### src/utf8_to_winansi_transcoder_top_macros.svh
// Assertion macros shared by the transcoder modules.
`ifndef UTF8_TO_WINANSI_TRANSCODER_TOP_MACROS_SVH
`define UTF8_TO_WINANSI_TRANSCODER_TOP_MACROS_SVH

// A property that must hold at every clock edge outside reset.
`define U2W_CHECK(label, clk, rst, prop, msg) \
   label: assert property (@(posedge clk) disable iff (rst) prop) else $error(msg);

// A condition that, once seen, must be followed by another in the next cycle.
`define U2W_CHECK_NEXT(label, clk, rst, ante, cons, msg) \
   label: assert property (@(posedge clk) disable iff (rst) (ante) |=> (cons)) \
      else $error(msg);

`endif

### src/u2w_pkg.sv
`default_nettype none

package u2w_pkg;

   localparam logic [7:0] QuestionMark = 8'h3F;
   localparam logic [2:0] LeadInvalid  = 3'd4;

   // Result queue: room for one waiting result plus the three that one item can cause.
   localparam int MaxResults = 3;
   localparam int QueueDepth = MaxResults + 1;
   localparam int CountWidth = $clog2(QueueDepth + 1);

   typedef struct packed {
      logic [7:0] out_byte;
      logic       run_end;
   } u2w_result_type;

   typedef struct packed {
      logic [1:0]           count;
      u2w_result_type [2:0] item;
   } u2w_decode_type;

   // Number of continuation bytes announced by a lead byte, or LeadInvalid.
   function automatic logic [2:0] lead_extra(input logic [7:0] b);
      logic [2:0] extra;
      if (b inside {[8'h00:8'h7F]}) extra = 3'd0;
      else if (b inside {[8'hC0:8'hDF]}) extra = 3'd1;
      else if (b inside {[8'hE0:8'hEF]}) extra = 3'd2;
      else if (b inside {[8'hF0:8'hF7]}) extra = 3'd3;
      else extra = LeadInvalid;
      return extra;
   endfunction

   // A byte decoded alone: plain ASCII survives, anything else is malformed.
   function automatic logic [7:0] single_byte(input logic [7:0] b);
      return b[7] ? QuestionMark : b;
   endfunction

   // Code point to Windows-1252 byte.
   function automatic logic [7:0] map_code(input logic [20:0] cp);
      logic [7:0] r;
      if (cp < 21'h80 || (cp >= 21'hA0 && cp <= 21'hFF)) begin
         r = cp[7:0];
      end else begin
         case (cp)
            21'h020AC: r = 8'h80;
            21'h0201A: r = 8'h82;
            21'h00192: r = 8'h83;
            21'h0201E: r = 8'h84;
            21'h02026: r = 8'h85;
            21'h02020: r = 8'h86;
            21'h02021: r = 8'h87;
            21'h002C6: r = 8'h88;
            21'h02030: r = 8'h89;
            21'h00160: r = 8'h8A;
            21'h02039: r = 8'h8B;
            21'h00152: r = 8'h8C;
            21'h0017D: r = 8'h8E;
            21'h02018: r = 8'h91;
            21'h02019: r = 8'h92;
            21'h0201C: r = 8'h93;
            21'h0201D: r = 8'h94;
            21'h02022: r = 8'h95;
            21'h02013: r = 8'h96;
            21'h02014: r = 8'h97;
            21'h002DC: r = 8'h98;
            21'h02122: r = 8'h99;
            21'h00161: r = 8'h9A;
            21'h0203A: r = 8'h9B;
            21'h00153: r = 8'h9C;
            21'h0017E: r = 8'h9E;
            21'h00178: r = 8'h9F;
            default:   r = QuestionMark;
         endcase
      end
      return r;
   endfunction

endpackage

`default_nettype wire

### src/u2w_if.sv
`default_nettype none

interface u2w_req_if;
   logic       valid;
   logic       ready;
   logic [7:0] in_byte;
   logic       end_of_text;

   modport source (output valid, output in_byte, output end_of_text, input ready);
   modport sink   (input valid, input in_byte, input end_of_text, output ready);
endinterface

interface u2w_rsp_if;
   logic       valid;
   logic       ready;
   logic [7:0] out_byte;
   logic       run_end;

   modport source (output valid, output out_byte, output run_end, input ready);
   modport sink   (input valid, input out_byte, input run_end, output ready);
endinterface

`default_nettype wire

### src/utf8_to_winansi_transcoder_top.sv
// UTF-8 to Windows-1252 transcoder. Raw UTF-8 bytes enter on the req channel one item per
// byte, with end_of_text set on the last byte of each string; Windows-1252 bytes leave on
// the rsp channel, and run_end marks the last result that a given input byte caused. A lead
// byte announces zero to three continuation bytes, whose low six bits are gathered without
// any check. Completed code points below 0x80 or from 0xA0 to 0xFF pass unchanged, the 27
// characters that Windows-1252 keeps at 0x80-0x9F map to their codes, and everything else,
// including invalid lead bytes, becomes '?'. A string that ends inside a sequence yields '?'
// for the lead, followed by a fresh decode of the continuation bytes taken so far. An input
// byte causes zero to three results. The block accepts one item per cycle as long as each
// item causes at most one result and the result side keeps up; an item that causes two or
// three results can hold up later items, since the result queue hands out one result per
// cycle while the result side is ready. An accepted item passes through the input register
// and then the result queue before its first result is offered.
`default_nettype none
`include "utf8_to_winansi_transcoder_top_macros.svh"

module utf8_to_winansi_transcoder_top (
   input  logic clock,
   input  logic reset,
   u2w_req_if.sink   req_ch,
   u2w_rsp_if.source rsp_ch
);
   import u2w_pkg::*;

   // Input register.
   logic       in_valid_ff;
   logic [7:0] in_byte_ff;
   logic       in_last_ff;

   // Result queue, head at entry zero.
   u2w_result_type        q_ff [QueueDepth];
   u2w_result_type        q_in [QueueDepth];
   logic [CountWidth-1:0] count_ff, count_in;

   logic                  pop;
   logic                  advance;
   logic [CountWidth-1:0] base;
   u2w_decode_type        dec;

   // The held item moves into the queue only when all its results are sure to fit.
   assign pop     = (count_ff != '0) && rsp_ch.ready;
   assign base    = count_ff - CountWidth'(pop);
   assign advance = in_valid_ff && (base <= CountWidth'(QueueDepth - MaxResults));

   assign req_ch.ready = !in_valid_ff || advance;

   always_ff @(posedge clock) begin
      if (reset) begin
         in_valid_ff <= 1'b0;
      end else if (req_ch.ready) begin
         in_valid_ff <= req_ch.valid;
      end
      if (req_ch.valid && req_ch.ready) begin
         in_byte_ff <= req_ch.in_byte;
         in_last_ff <= req_ch.end_of_text;
      end
   end

   // Decoder state advances only when the item actually leaves the input register.
   u2w_decoder u_decoder (
      .clock       (clock),
      .reset       (reset),
      .step        (advance),
      .in_byte     (in_byte_ff),
      .end_of_text (in_last_ff),
      .dec         (dec)
   );

   // Shift out the head when it is taken, then append the new results behind what remains.
   always_comb begin
      for (int i = 0; i < QueueDepth - 1; i++) begin
         q_in[i] = pop ? q_ff[i + 1] : q_ff[i];
      end
      q_in[QueueDepth - 1] = q_ff[QueueDepth - 1];
      for (int i = 0; i < QueueDepth; i++) begin
         for (int k = 0; k < MaxResults; k++) begin
            if (advance && (2'(k) < dec.count) &&
                (CountWidth'(i) == base + CountWidth'(k))) begin
               q_in[i] = dec.item[k];
            end
         end
      end
      count_in = base + (advance ? CountWidth'(dec.count) : '0);
   end

   always_ff @(posedge clock) begin
      if (reset) begin
         count_ff <= '0;
      end else begin
         count_ff <= count_in;
      end
      q_ff <= q_in;
   end

   assign rsp_ch.valid    = (count_ff != '0);
   assign rsp_ch.out_byte = q_ff[0].out_byte;
   assign rsp_ch.run_end  = q_ff[0].run_end;

   `U2W_CHECK(a_queue_bound, clock, reset, count_ff <= CountWidth'(QueueDepth), "result queue overflow")
   `U2W_CHECK_NEXT(a_results_queued, clock, reset, advance, (count_ff != '0) || ($past(dec.count) == 2'd0), "decoded results not queued")
   `U2W_CHECK_NEXT(a_stall_keeps, clock, reset, rsp_ch.valid && !rsp_ch.ready, count_ff >= $past(count_ff), "results lost while output stalled")

endmodule

`default_nettype wire

### src/u2w_decoder.sv
`default_nettype none
`include "utf8_to_winansi_transcoder_top_macros.svh"

module u2w_decoder (
   input  logic                    clock,
   input  logic                    reset,
   input  logic                    step,
   input  logic [7:0]              in_byte,
   input  logic                    end_of_text,
   output u2w_pkg::u2w_decode_type dec
);
   import u2w_pkg::*;

   logic [20:0] acc_ff, acc_in;
   logic [1:0]  needed_ff, needed_in;
   logic [1:0]  held_cnt_ff, held_cnt_in;
   logic [7:0]  held0_ff, held0_in;

   always_comb begin
      logic [2:0]  extra;
      logic [1:0]  need_dec;
      logic [20:0] acc_shift;

      extra     = lead_extra(in_byte);
      need_dec  = needed_ff - 2'd1;
      acc_shift = {acc_ff[14:0], in_byte[5:0]};

      dec         = '0;
      acc_in      = acc_ff;
      needed_in   = needed_ff;
      held_cnt_in = held_cnt_ff;
      held0_in    = held0_ff;

      if (step) begin
         if (needed_ff == 2'd0) begin
            if (extra == 3'd0) begin
               dec.count   = 2'd1;
               dec.item[0] = '{out_byte: map_code({13'd0, in_byte}), run_end: 1'b1};
            end else if (extra == LeadInvalid || end_of_text) begin
               dec.count   = 2'd1;
               dec.item[0] = '{out_byte: QuestionMark, run_end: 1'b1};
            end else begin
               acc_in      = {13'd0, in_byte & (8'h3F >> extra)};
               needed_in   = extra[1:0];
               held_cnt_in = 2'd0;
            end
         end else begin
            acc_in    = acc_shift;
            needed_in = need_dec;
            if (held_cnt_ff == 2'd0) begin
               held0_in = in_byte;
            end
            held_cnt_in = held_cnt_ff + 2'd1;
            if (need_dec == 2'd0) begin
               dec.count   = 2'd1;
               dec.item[0] = '{out_byte: map_code(acc_shift), run_end: 1'b1};
               held_cnt_in = 2'd0;
            end else if (end_of_text) begin
               // The lead is reported as malformed, then the bytes after it are
               // decoded again as a short string of their own.
               dec.item[0] = '{out_byte: QuestionMark, run_end: 1'b0};
               if (held_cnt_ff == 2'd0) begin
                  dec.count   = 2'd2;
                  dec.item[1] = '{out_byte: single_byte(in_byte), run_end: 1'b1};
               end else if (held0_ff[7:5] == 3'b110) begin
                  dec.count   = 2'd2;
                  dec.item[1] = '{out_byte: map_code({10'd0, held0_ff[4:0], in_byte[5:0]}),
                                  run_end: 1'b1};
               end else begin
                  dec.count   = 2'd3;
                  dec.item[1] = '{out_byte: single_byte(held0_ff), run_end: 1'b0};
                  dec.item[2] = '{out_byte: single_byte(in_byte), run_end: 1'b1};
               end
            end
         end
         if (end_of_text) begin
            needed_in   = 2'd0;
            held_cnt_in = 2'd0;
         end
      end
   end

   always_ff @(posedge clock) begin
      if (reset) begin
         needed_ff   <= 2'd0;
         held_cnt_ff <= 2'd0;
      end else begin
         needed_ff   <= needed_in;
         held_cnt_ff <= held_cnt_in;
      end
      acc_ff   <= acc_in;
      held0_ff <= held0_in;
   end

   `U2W_CHECK(a_held_within_seq, clock, reset, (held_cnt_ff != 2'd0) |-> (needed_ff != 2'd0), "bytes held outside an open sequence")
   `U2W_CHECK(a_held_bound, clock, reset, held_cnt_ff != 2'd3, "more continuation bytes held than a sequence can leave open")
   `U2W_CHECK_NEXT(a_end_closes, clock, reset, step && end_of_text, needed_ff == 2'd0 && held_cnt_ff == 2'd0, "end of text left a sequence open")

endmodule

`default_nettype wire

### src/flat_wrapper.sv
// flat-port wrapper written by rule: the top's interface ports become plain ports
module utf8_to_winansi_transcoder_top_flat import u2w_pkg::*;
  (clock, reset, req_ch_valid, req_ch_in_byte, req_ch_end_of_text, req_ch_ready, rsp_ch_valid, rsp_ch_out_byte, rsp_ch_run_end, rsp_ch_ready);
  u2w_req_if req_ch_i ();
  u2w_rsp_if rsp_ch_i ();
  input  logic clock;
  input  logic reset;
  input wire logic [$bits(req_ch_i.valid)-1:0] req_ch_valid;
  input wire logic [$bits(req_ch_i.in_byte)-1:0] req_ch_in_byte;
  input wire logic [$bits(req_ch_i.end_of_text)-1:0] req_ch_end_of_text;
  output wire logic [$bits(req_ch_i.ready)-1:0] req_ch_ready;
  output wire logic [$bits(rsp_ch_i.valid)-1:0] rsp_ch_valid;
  output wire logic [$bits(rsp_ch_i.out_byte)-1:0] rsp_ch_out_byte;
  output wire logic [$bits(rsp_ch_i.run_end)-1:0] rsp_ch_run_end;
  input wire logic [$bits(rsp_ch_i.ready)-1:0] rsp_ch_ready;
  assign req_ch_i.valid = req_ch_valid;
  assign req_ch_i.in_byte = req_ch_in_byte;
  assign req_ch_i.end_of_text = req_ch_end_of_text;
  assign req_ch_ready = req_ch_i.ready;
  assign rsp_ch_valid = rsp_ch_i.valid;
  assign rsp_ch_out_byte = rsp_ch_i.out_byte;
  assign rsp_ch_run_end = rsp_ch_i.run_end;
  assign rsp_ch_i.ready = rsp_ch_ready;
  utf8_to_winansi_transcoder_top u_core (.clock(clock), .reset(reset), .req_ch(req_ch_i), .rsp_ch(rsp_ch_i));
endmodule
### config.mk
export PLATFORM = sky130hd
export DESIGN_NAME = utf8_to_winansi_transcoder_top_flat
export DESIGN_NICKNAME = d
export VERILOG_FILES = /design/src/u2w_pkg.sv /design/src/u2w_if.sv /design/src/utf8_to_winansi_transcoder_top.sv /design/src/u2w_decoder.sv /design/src/flat_wrapper.sv
export VERILOG_INCLUDE_DIRS = /design/src /design/src/src
export SDC_FILE = /design/constraint.sdc
export NUM_CORES = 1
export LEC_CHECK = 0
export ABC_CLOCK_PERIOD_IN_PS = 4700
export BUFFER_PORTS_ARGS = -buffer_cell sky130_fd_sc_hd__buf_2
export CORE_MARGIN = 2
export CORE_UTILIZATION = 60
export CTS_BUF_LIST = sky130_fd_sc_hd__clkbuf_2
export DETAILED_ROUTE_END_ITERATION = 16
export PLACE_DENSITY = 0.81
export RECOVER_POWER = 100
export SLEW_MARGIN = 20
export SYNTH_ARGS = -nofsm -noshare
export SYNTH_HDL_FRONTEND = slang
export SYNTH_SLANG_ARGS = --single-unit
### constraint.sdc
create_clock -name clock -period 4.7 [get_ports clock]
set_clock_uncertainty 0.15 [all_clocks]
set_input_delay 1.175 -clock clock [delete_from_list [all_inputs] [get_ports clock]]
set_output_delay 1.175 -clock clock [all_outputs]
set_load 0.02 [all_outputs]
==> results of run 1 <==
-- sequential cells by signal (all words and copies together) (netlist names) --
name                          cells
u_core.u_decoder.needed_ff        2
u_core.count_ff                   3
u_core.in_byte_ff                 8
u_core.rsp_ch.run_end             1
u_core.rsp_ch.out_byte            8
u_core.u_decoder.acc_ff          15
u_core.u_decoder.held_cnt_ff      2
u_core.u_decoder.held0_ff         8
u_core.in_last_ff                 1
u_core.q_ff                      27
u_core.in_valid_ff                1
-- synth_stat cells (6+ instances only) --
| cell | n | share of area, % |
|---|---|---|
| nor2_1 | 48 | 3.4 |
| ha_1 | 7 | 1.6 |
| clkbuf_1 | 12 | 0.85 |
| nand2b_1 | 8 | 0.94 |
| nand4_1 | 8 | 0.94 |
| a221oi_1 | 13 | 2.1 |
| nor3_1 | 24 | 2.3 |
| a21o_1 | 7 | 0.99 |
| nor4_1 | 9 | 1.1 |
| a31oi_1 | 10 | 1.2 |
| edfxtp_1 | 68 | 38 |
| nand3_1 | 24 | 2.3 |
| dfxtp_1 | 8 | 3.0 |
| inv_1 | 19 | 1.3 |
| a211oi_1 | 10 | 1.4 |
| or3_1 | 9 | 1.1 |
| a21oi_1 | 24 | 2.3 |
| o22ai_1 | 13 | 1.5 |
| o221ai_1 | 9 | 1.5 |
| buf_2 | 9 | 0.85 |
| and2_1 | 6 | 0.71 |
| nor3b_1 | 8 | 1.1 |
| o21ai_0 | 22 | 2.1 |
| buf_4 | 14 | 2.0 |
| o211ai_1 | 9 | 1.3 |
| nand2_1 | 56 | 4.0 |
| nor2b_1 | 20 | 2.4 |
-- stage by stage --
stage	std cells	util (%)
finish	709	64.98
global route	709	64.98
CTS	703	65.40
detailed placement	687	63.79
global placement	687	63.79
floorplan	573	-
-- power by group --
group | internal, mW | switching (mW) | total [mW]
clock | 0.138 | 0.281 | 0.419
sequential | 0.950 | 0.115 | 1.07
combinational | 0.361 | 0.660 | 1.02
-- critical path: stages (launching register included) --
cell	delay, ns
dfxtp_1	0.42
or3_1	0.40
nand2_1	0.17
inv_1	0.07
ha_1	0.20
ha_1	0.26
xnor2_4	0.19
buf_4	0.17
ha_1	0.21
a22oi_2	0.22
nand2_1	0.09
clkbuf_2	0.16
-- per-layer routing --
metal	vias to the layer above	routed length, um	track usage [%]	share of wire [%]
met1	2342	6526	48.48	42
met3	39	1619	6.013	10
li1	2270	-	-	-
met4	0	323	9.402	2.1
met5	-	0	0	0
met2	314	6960	50.42	45
-- worst paths after layout --
path / startpoint / endpoint
worst min-delay path: u_core.u_decoder.held_cnt_ff[1] / u_core.u_decoder.held_cnt_ff[1]
worst min register to register: u_core.u_decoder.held_cnt_ff[1] / u_core.u_decoder.held_cnt_ff[1]
worst max register to register: u_core.count_ff[2] / u_core.q_ff[16]
worst max-delay path: u_core.count_ff[2] / req_ch_ready
-- cell type report --
type | instances | area (sq um)
fillers | 743 | 3024
flip-flops and latches | 76 | 2202
repair buffers | 52 | 264.0
multi-input cells | 436 | 2793
clock buffers | 9 | 45.04
inverters | 21 | 78.83
clock inverters | 7 | 93.84
well taps | 108 | 135.1
-- layout by cell type, fill, tap and decap left out, types with 10 or more instances in the layout --
master,netlist,routed
inv_1,19,19
nand3_1,24,24
nor2_1,48,48
nor2b_1,20,20
nand2_1,56,56
nor3_1,24,24
clkbuf_1,12,25
a31oi_1,10,10
a211oi_1,10,10
clkbuf_2,0,10
buf_4,14,13
nor4_1,9,10
o21ai_0,22,22
buf_2,9,12
edfxtp_1,68,68
a221oi_1,13,13
a21oi_1,24,24
o22ai_1,13,13
-- cells by family after synthesis --
logic type / after synthesis / share of synthesized area [%]
compound gates: 162 / 22.08
xor+xnor: 5 / 1.179
fa+ha+maj: 8 / 2.027
buf+inv: 61 / 5.798
flops: 76 / 41.48
mux: 6 / 1.155
simple gates: 255 / 26.28
-- what timing repair did --
item                                    CTS  global route
hold buffers                              0             0
buffers inserted                          0             6
endpoints found under the setup margin    0             1
==> impl_metrics.csv, run 1 <==
group,metric,value,unit
outcome,status,"complete, no violations",
clocking,cts_resized,0,
worst_setup_path,rrSetupSlack,0.37,ns
die,design.die.area,0.009617,sq mm
logic_synthesis,ys_ff_latch,76,
sta,rsz0062_at_grt,"false",
logic_synthesis,async_reset_ff_share,0,%
final_layout,design_area,0.005612,sq mm
sta,tns,0,ns
logic_synthesis,netlist_area,0.005309,sq mm
power_and_ir_drop,finalPower,2.504,mW
final_layout,n_antenna_cell,0,
sta,hold_slack,0.3207,ns
clocking,cts_tree,"built",
grt,grt-ovfl-total,0,
worst_setup_path,endpoint_kind,"output port",
sta,fin_crit,4.433,ns
worst_setup_path,cp.arrival,3.11,ns
die,initial_core_util,61.47,%
clocking,worstSkewPairLatency,0.55,ns
logic_synthesis,ys.flop_type,"edfxtp_1",
sta,fmax,225.6,MHz
worst_setup_path,cp_data_required_time,3.38,ns
die,die_h,98.07,um
sta,hold_viol_final,0,
clocking,root_buffer,"clkbuf_2",
drt,wire_per_inst,21.76,um
logic_synthesis,synth-edff-count,68,
flow_run,drv_cap,0,
clocking,clkTransAtPathRegs,0.25,ns
worst_setup_path,worstSetupPathType,"flip-flop to output port",
final_layout,finalNetCount,617,
drt,num_vias,4965,
grt,antenna_found_initial,0,
drt,drt-pass1-iter-count,5,
final_layout,drive_above_1_share,10.15,%
grt,grt_max_degree,28,
logic_synthesis,syn-num-nets,594,
power_and_ir_drop,p_per_area,446.3,mW/mm^2
hold_path,hold_class,"flip-flop to flip-flop",
worst_setup_path,cp-start-kind,"flip-flop",
sta,worst_pin_slew,1.160,ns
clocking,cts.path.max_buffers,2,
final_layout,syn_to_final_growth,5.703,%
die,num_rows,34,
drt,wl,15430,um
logic_synthesis,synth.avg_cell_area,9.265,sq um
drt,drt_iter0_drc,710,
logic_synthesis,syn_inst,573,
die,coreArea,0.008636,sq mm
grt,grt_pass1_wl,24920,um
hold_path,holdPathStages,2,
sta,slew_headroom,22.67,%
place,place_congestion,0.9748,
place,place_area,0.005509,sq mm
clocking,h-tree-depth,3,
place,dp_slack,0.09918,ns
place,port-buffer-count,23,
worst_setup_path,cp_max_fo,6,
drt,drc_errors,0,
drt,via_per_inst,7.003,
place,dp_hpwl,11510,um
power_and_ir_drop,power.static_leakage,1.851,nW
sta,finalCritPeriodShare,94.32,%
sta,setup_viol,0,
logic_synthesis,synth_warnings,0,
sta,slew_viol_final,0,
sta,worst_slack,0.2671,ns
clocking,cts_sinks,76,
grt,grt_pass1_vias,4595,
drt,drtAntennaViolNets,0,
die,dieWidth,98.07,um
grt,grt.total_usage,32.98,%
power_and_ir_drop,max-vdd-ir-drop,0.3975,mV
worst_setup_path,ff2ff_path_depth,14,
die,io_pins,24,
clocking,numCtsBuffers,9,
logic_synthesis,seq_area_frac_synth,41.48,%
logic_synthesis,ys_types,76,
Power figures use the tool's default switching activity.
==> run 2, diff against run 1 <==
- CELL_PAD_IN_SITES_DETAIL_PLACEMENT: not set -> 1
- CELL_PAD_IN_SITES_GLOBAL_PLACEMENT: not set -> 2
- CORE_UTILIZATION: 60 -> 41
- PLACE_DENSITY: 0.81 -> 0.86
==> impl_metrics.csv, run 2 (synthesized netlist as in run 1, its figures left out) <==
group,metric,value,unit
outcome,status,"complete, no violations",
drt,num_vias,4953,
clocking,cts_tree,"built",
worst_setup_path,cp_data_required_time,3.38,ns
clocking,worstSkewPairLatency,0.58,ns
grt,grt-ovfl-total,0,
sta,worst_pin_slew,1.180,ns
drt,wire_per_inst,22.49,um
sta,rsz0062_at_grt,"false",
worst_setup_path,crit_path_max_incr_delay,0.48,ns
final_layout,n_antenna_cell,0,
final_layout,utilization,44.96,%
sta,fmax,227.0,MHz
die,initial_core_util,42.07,%
final_layout,largest_reg_flops,27,
die,num_rows,41,
sta,hold_viol_final,0,
worst_setup_path,cp.arrival,3.08,ns
clocking,cts.path.max_buffers,2,
clocking,numCtsBuffers,9,
final_layout,stdcell_count,773,
drt,wl,17380,um
flow_run,drv_cap,0,
sta,slew_viol_final,0,
grt,grt_pass1_wl,27610,um
clocking,h-tree-depth,3,
place,port-buffer-count,23,
final_layout,finalNetCount,617,
power_and_ir_drop,power.static_leakage,1.846,nW
clocking,cts_sinks,76,
final_layout,fillers,1539,
grt,grt_max_degree,28,
grt,antenna_found_initial,0,
clocking,clkTransAtPathRegs,0.23,ns
hold_path,hold_class,"flip-flop to flip-flop",
sta,tns,0,ns
grt,grt_pass1_vias,4947,
power_and_ir_drop,p_switching,1.048,mW
drt,drt-pass1-iter-count,6,
worst_setup_path,critPathSlowestCell,"ha_1",
power_and_ir_drop,pwr-share-seq,43.4,%
die,design.die.area,0.01387,sq mm
power_and_ir_drop,p_int,1.433,mW
drt,drt_iter0_drc,410,
place,place_inst,755,
drt,via_per_inst,6.408,
power_and_ir_drop,p_clk_share,15.5,%
final_layout,final_cell_mix,"68 x edfxtp_1, 56 x nand2_1, 48 x nor2_1",
power_and_ir_drop,finalPower,2.481,mW
final_layout,syn_to_final_growth,6.882,%
worst_setup_path,endpoint_kind,"output port",
sta,setup_viol,0,
power_and_ir_drop,combPwrFrac,41.1,%
worst_setup_path,cp_cell_sequence,"or3_1 > nand2_1 > inv_1 > ha_1 > ha_1 > and2b_1 > a22oi_2 > nand2_1 > clkbuf_2",
sta,hold_slack,0.3165,ns
place,place_congestion,0.9173,
power_and_ir_drop,p_per_area,437.2,mW/mm^2
sta,finalCritPeriodShare,93.72,%
worst_setup_path,cp-start-kind,"flip-flop",
drt,drtAntennaViolNets,0,
power_and_ir_drop,p_sw_share,42.25,%
die,coreArea,0.01262,sq mm
final_layout,drive_above_1_share,10.48,%
clocking,cts_resized,0,
drt,drc_errors,0,
final_layout,reg.largest.list,"u_core.q_ff (27), u_core.u_decoder.acc_ff (15)",
sta,slew_headroom,21.33,%
die,io_pins,24,
die,die_h,117.8,um
worst_setup_path,cp_max_fo,11,
sta,fin_crit,4.405,ns
clocking,root_buffer,"clkbuf_2",
place,dp_hpwl,13240,um
final_layout,final_common_cell,"edfxtp_1",
die,dieWidth,117.8,um
final_layout,regMostFlops,"u_core.q_ff",
worst_setup_path,worstSetupPathType,"flip-flop to output port",
power_and_ir_drop,max-vdd-ir-drop,0.3163,mV
grt,grt.total_usage,25.47,%
## run 2: changes by cell type in the layout (fill, tap and decap cells not counted), sizes merged
cell | previous run | this run
clkinvlp | 1 | 2
buf | 25 | 27
inv | 22 | 20
clkbuf | 36 | 35
## run 2: metal layers
metal | vias to the layer above | global-route usage [%] | wire, um
met2 | 145 | 41.57 | 8359
met1 | 2506 | 34.34 | 7755
li1 | 2273 | - | -
met5 | - | 0 | 0
met4 | 0 | 8.886 | 357
met3 | 29 | 4.118 | 912
## run 2: path summary, 6_finish.rpt
| check | start | end | slack, ns | depth (start not counted) |
|---|---|---|---|---|
| worst min register to register | u_core.u_decoder.held_cnt_ff[1] | u_core.u_decoder.held_cnt_ff[1] | 0.32 | 2 |
| worst max-delay path | u_core.count_ff[2] | req_ch_ready | 0.30 | 9 |
| worst min-delay path | u_core.u_decoder.held_cnt_ff[1] | u_core.u_decoder.held_cnt_ff[1] | 0.32 | 2 |
| worst max register to register | u_core.count_ff[2] | u_core.q_ff[9] | 0.42 | 13 |
## run 2: cell type report
cell class	count	area [sq um]	share of cell area [%]
sequential	76	2202	38.81
clock buffer	10	50.05	0.8820
multi-input combinational	436	2794	49.24
inverter	21	78.83	1.389
clock inverter	6	62.56	1.103
timing repair buffer	52	271.5	4.785
tap	172	215.2	3.793
## run 2: power by group through the flow
stage                     registers (mW)  clock network, mW  logic [mW]
final                               1.08              0.386        1.02
after global routing                1.09              0.419        1.12
after CTS                           1.07              0.396        1.02
after detailed placement            1.09                  0        1.02
after global placement              1.08                  0       0.990
after floorplan                     1.02                  0       0.807
## run 2: worst max-delay path: cells and delay by family (launching register included)
family,cells,cell delay [ns]
AND/OR/NAND/NOR,4,1.03
adder cells (fa/ha/maj),2,0.68
buffers and inverters,2,0.23
AO/OA/AOI/OAI,1,0.15
flip-flops,1,0.41
## run 2: per-stage QoR
stage / cell area [sq um] / setup slack [ns]
after floorplan: 5309 / 0.4219
after global placement: 5619 / 0.2282
after detailed placement: 5619 / 0.05655
after CTS: 5732 / 0.09194
after global routing: 5674 / 0.04675
final: 5674 / 0.2952
## run 2: repair_timing
action | in CTS | in global routing
hold buffers | 0 | 0
endpoints found under the hold margin | 0 | 0
setup endpoints to repair | 0 | 1
setup buffers | 0 | 2
==> run 3, diff against run 2 <==
- ABC_CLOCK_PERIOD_IN_PS: 4700 -> 4300
- clock period: 4.7 -> 4.3 ns (I/O delays scaled with it)
==> impl_metrics.csv, run 3 (synthesized netlist as in run 1, its figures left out) <==
group,metric,value,unit
outcome,status,"complete, no violations",
final_layout,final_cell_mix,"68 x edfxtp_1, 56 x nand2_1, 48 x nor2_1",
final_layout,largest_reg_flops,27,
drt,drtAntennaViolNets,0,
worst_setup_path,crit_path_max_incr_delay,0.55,ns
grt,grt-ovfl-total,0,
sta,slew_headroom,26.32,%
place,dp_hpwl,13470,um
power_and_ir_drop,power.static_leakage,1.889,nW
die,design.die.area,0.01387,sq mm
worst_setup_path,cp_data_required_time,4.54,ns
final_layout,stdcell_count,781,
grt,grt_pass1_vias,4917,
final_layout,final_common_cell,"edfxtp_1",
worst_setup_path,worstSetupPathType,"flip-flop to flip-flop",
grt,antenna_found_initial,0,
final_layout,finalNetCount,625,
place,place_area,0.005664,sq mm
final_layout,reg.largest.list,"u_core.q_ff (27), u_core.u_decoder.acc_ff (15)",
sta,fmax,244.6,MHz
worst_setup_path,path_delay_family,"simple AND/OR/NAND/NOR gates",
die,num_rows,41,
clocking,clkTransAtPathRegs,0.22,ns
final_layout,drive_above_1_share,12.15,%
sta,rsz0062_at_grt,"false",
sta,slew_viol_final,0,
worst_setup_path,cp_max_fo,7,
sta,tns,0,ns
drt,via_per_inst,6.325,
worst_setup_path,crit_buf_inv,4,
worst_setup_path,endpoint_kind,"flip-flop",
sta,finalCritPeriodShare,95.09,%
flow_run,drv_cap,0,
drt,wl,17770,um
place,place_congestion,0.9003,
clocking,cts.path.max_buffers,2,
final_layout,design_area,0.005728,sq mm
die,io_pins,24,
place,port-buffer-count,23,
drt,wire_per_inst,22.75,um
drt,drc_errors,0,
place,place_inst,761,
clocking,cts_tree,"built",
die,dieWidth,117.8,um
clocking,root_buffer,"clkbuf_2",
drt,drt_iter0_drc,421,
grt,grt.total_usage,25.87,%
grt,grt_pass1_wl,28060,um
clocking,worstSkewPairLatency,0.60,ns
clocking,h-tree-depth,3,
final_layout,n_antenna_cell,0,
die,die_h,117.8,um
worst_setup_path,cp.arrival,4.32,ns
final_layout,fillers,1528,
final_layout,regMostFlops,"u_core.q_ff",
power_and_ir_drop,max-vdd-ir-drop,0.3863,mV
sta,fin_crit,4.089,ns
worst_setup_path,critPathSlowestCell,"nor4b_2",
hold_path,hold_class,"flip-flop to flip-flop",
clocking,numCtsBuffers,9,
drt,num_vias,4940,
die,initial_core_util,42.07,%
sta,hold_slack,0.3229,ns
power_and_ir_drop,p_per_area,477.1,mW/mm^2
grt,grt_max_degree,28,
final_layout,syn_to_final_growth,7.895,%
sta,setup_viol,0,
sta,hold_viol_final,0,
clocking,cts_sinks,76,
die,coreArea,0.01262,sq mm
worst_setup_path,cp-start-kind,"flip-flop",
drt,drt-pass1-iter-count,5,
worst_setup_path,cp_cell_sequence,"or3_1 > nand2_1 > inv_1 > ha_1 > ha_2 > xnor2_4 > clkbuf_4 > ha_1 > a22oi_2 > clkbuf_1 > nor4b_2 > clkbuf_1 > o221ai_1 > a221oi_1",
sta,worst_pin_slew,1.105,ns
==> run 3: path summary, 6_finish.rpt <==
check                                  startpoint                         endpoint  slack (ns)  cells past startpoint
setup reg to reg               u_core.count_ff[2]                  u_core.q_ff[19]        0.21                     14
hold reg to reg   u_core.u_decoder.held_cnt_ff[1]  u_core.u_decoder.held_cnt_ff[1]        0.32                      2
hold / removal    u_core.u_decoder.held_cnt_ff[1]  u_core.u_decoder.held_cnt_ff[1]        0.32                      2
setup / recovery               u_core.count_ff[2]                  u_core.q_ff[19]        0.21                     14
==> run 3: worst reg2reg max path, stage by stage (launching register included) <==
cell and delay (ns):
dfxtp_4 0.39, or3_1 0.40, nand2_1 0.11, inv_1 0.05, ha_1 0.19, ha_2 0.21, xnor2_4 0.20, clkbuf_4 0.17
ha_1 0.17, a22oi_2 0.06, clkbuf_1 0.13, nor4b_2 0.55, clkbuf_1 0.36, o221ai_1 0.35, a221oi_1 0.42
==> run 3: layout make-up <==
class                      instances  area (sq um)  area share [%]
timing repair buffer              60         340.3           5.941
inverter                          21         78.83           1.376
clock buffer                      10         50.05          0.8737
multi-input combinational        436          2775           48.45
tap                              172         215.2           3.757
sequential                        76          2206           38.51
clock inverter                     6         62.56           1.092
==> run 3: layer usage <==
| metal | global-route usage, % | up-vias | wire length [um] |
|---|---|---|---|
| met2 | 41.13 | 189 | 8342 |
| met5 | 0 | - | 0 |
| met4 | 7.154 | 0 | 329 |
| met1 | 36.44 | 2436 | 8061 |
| li1 | - | 2287 | - |
| met3 | 4.360 | 28 | 1033 |
==> run 3: stage by stage <==
| stage | worst slack, ns | power, mW | util, % |
|---|---|---|---|
| 2_1_floorplan | 0.1219 | 1.993 | - |
| 3_3_place_gp | 0.2399 | 2.288 | 44.88 |
| 3_5_place_dp | 0.1020 | 2.330 | 44.88 |
| 4_1_cts | 0.07932 | 2.760 | 45.84 |
| 5_1_grt | 0.03649 | 2.883 | 45.39 |
| 6_report | 0.2110 | 2.733 | 45.39 |
==> run 3: report_power, final <==
| group | leakage, nW | switching (mW) | internal [mW] |
|---|---|---|---|
| combinational | 1.12 | 0.729 | 0.403 |
| sequential | 0.704 | 0.141 | 1.04 |
| clock | 0.0660 | 0.284 | 0.135 |
==> run 3: timing repair <==
item	CTS	global route
buffers inserted	1	3
pin swaps	1	2
resized for setup	0	4
hold buffers	0	0
endpoints found under the setup margin	1	1
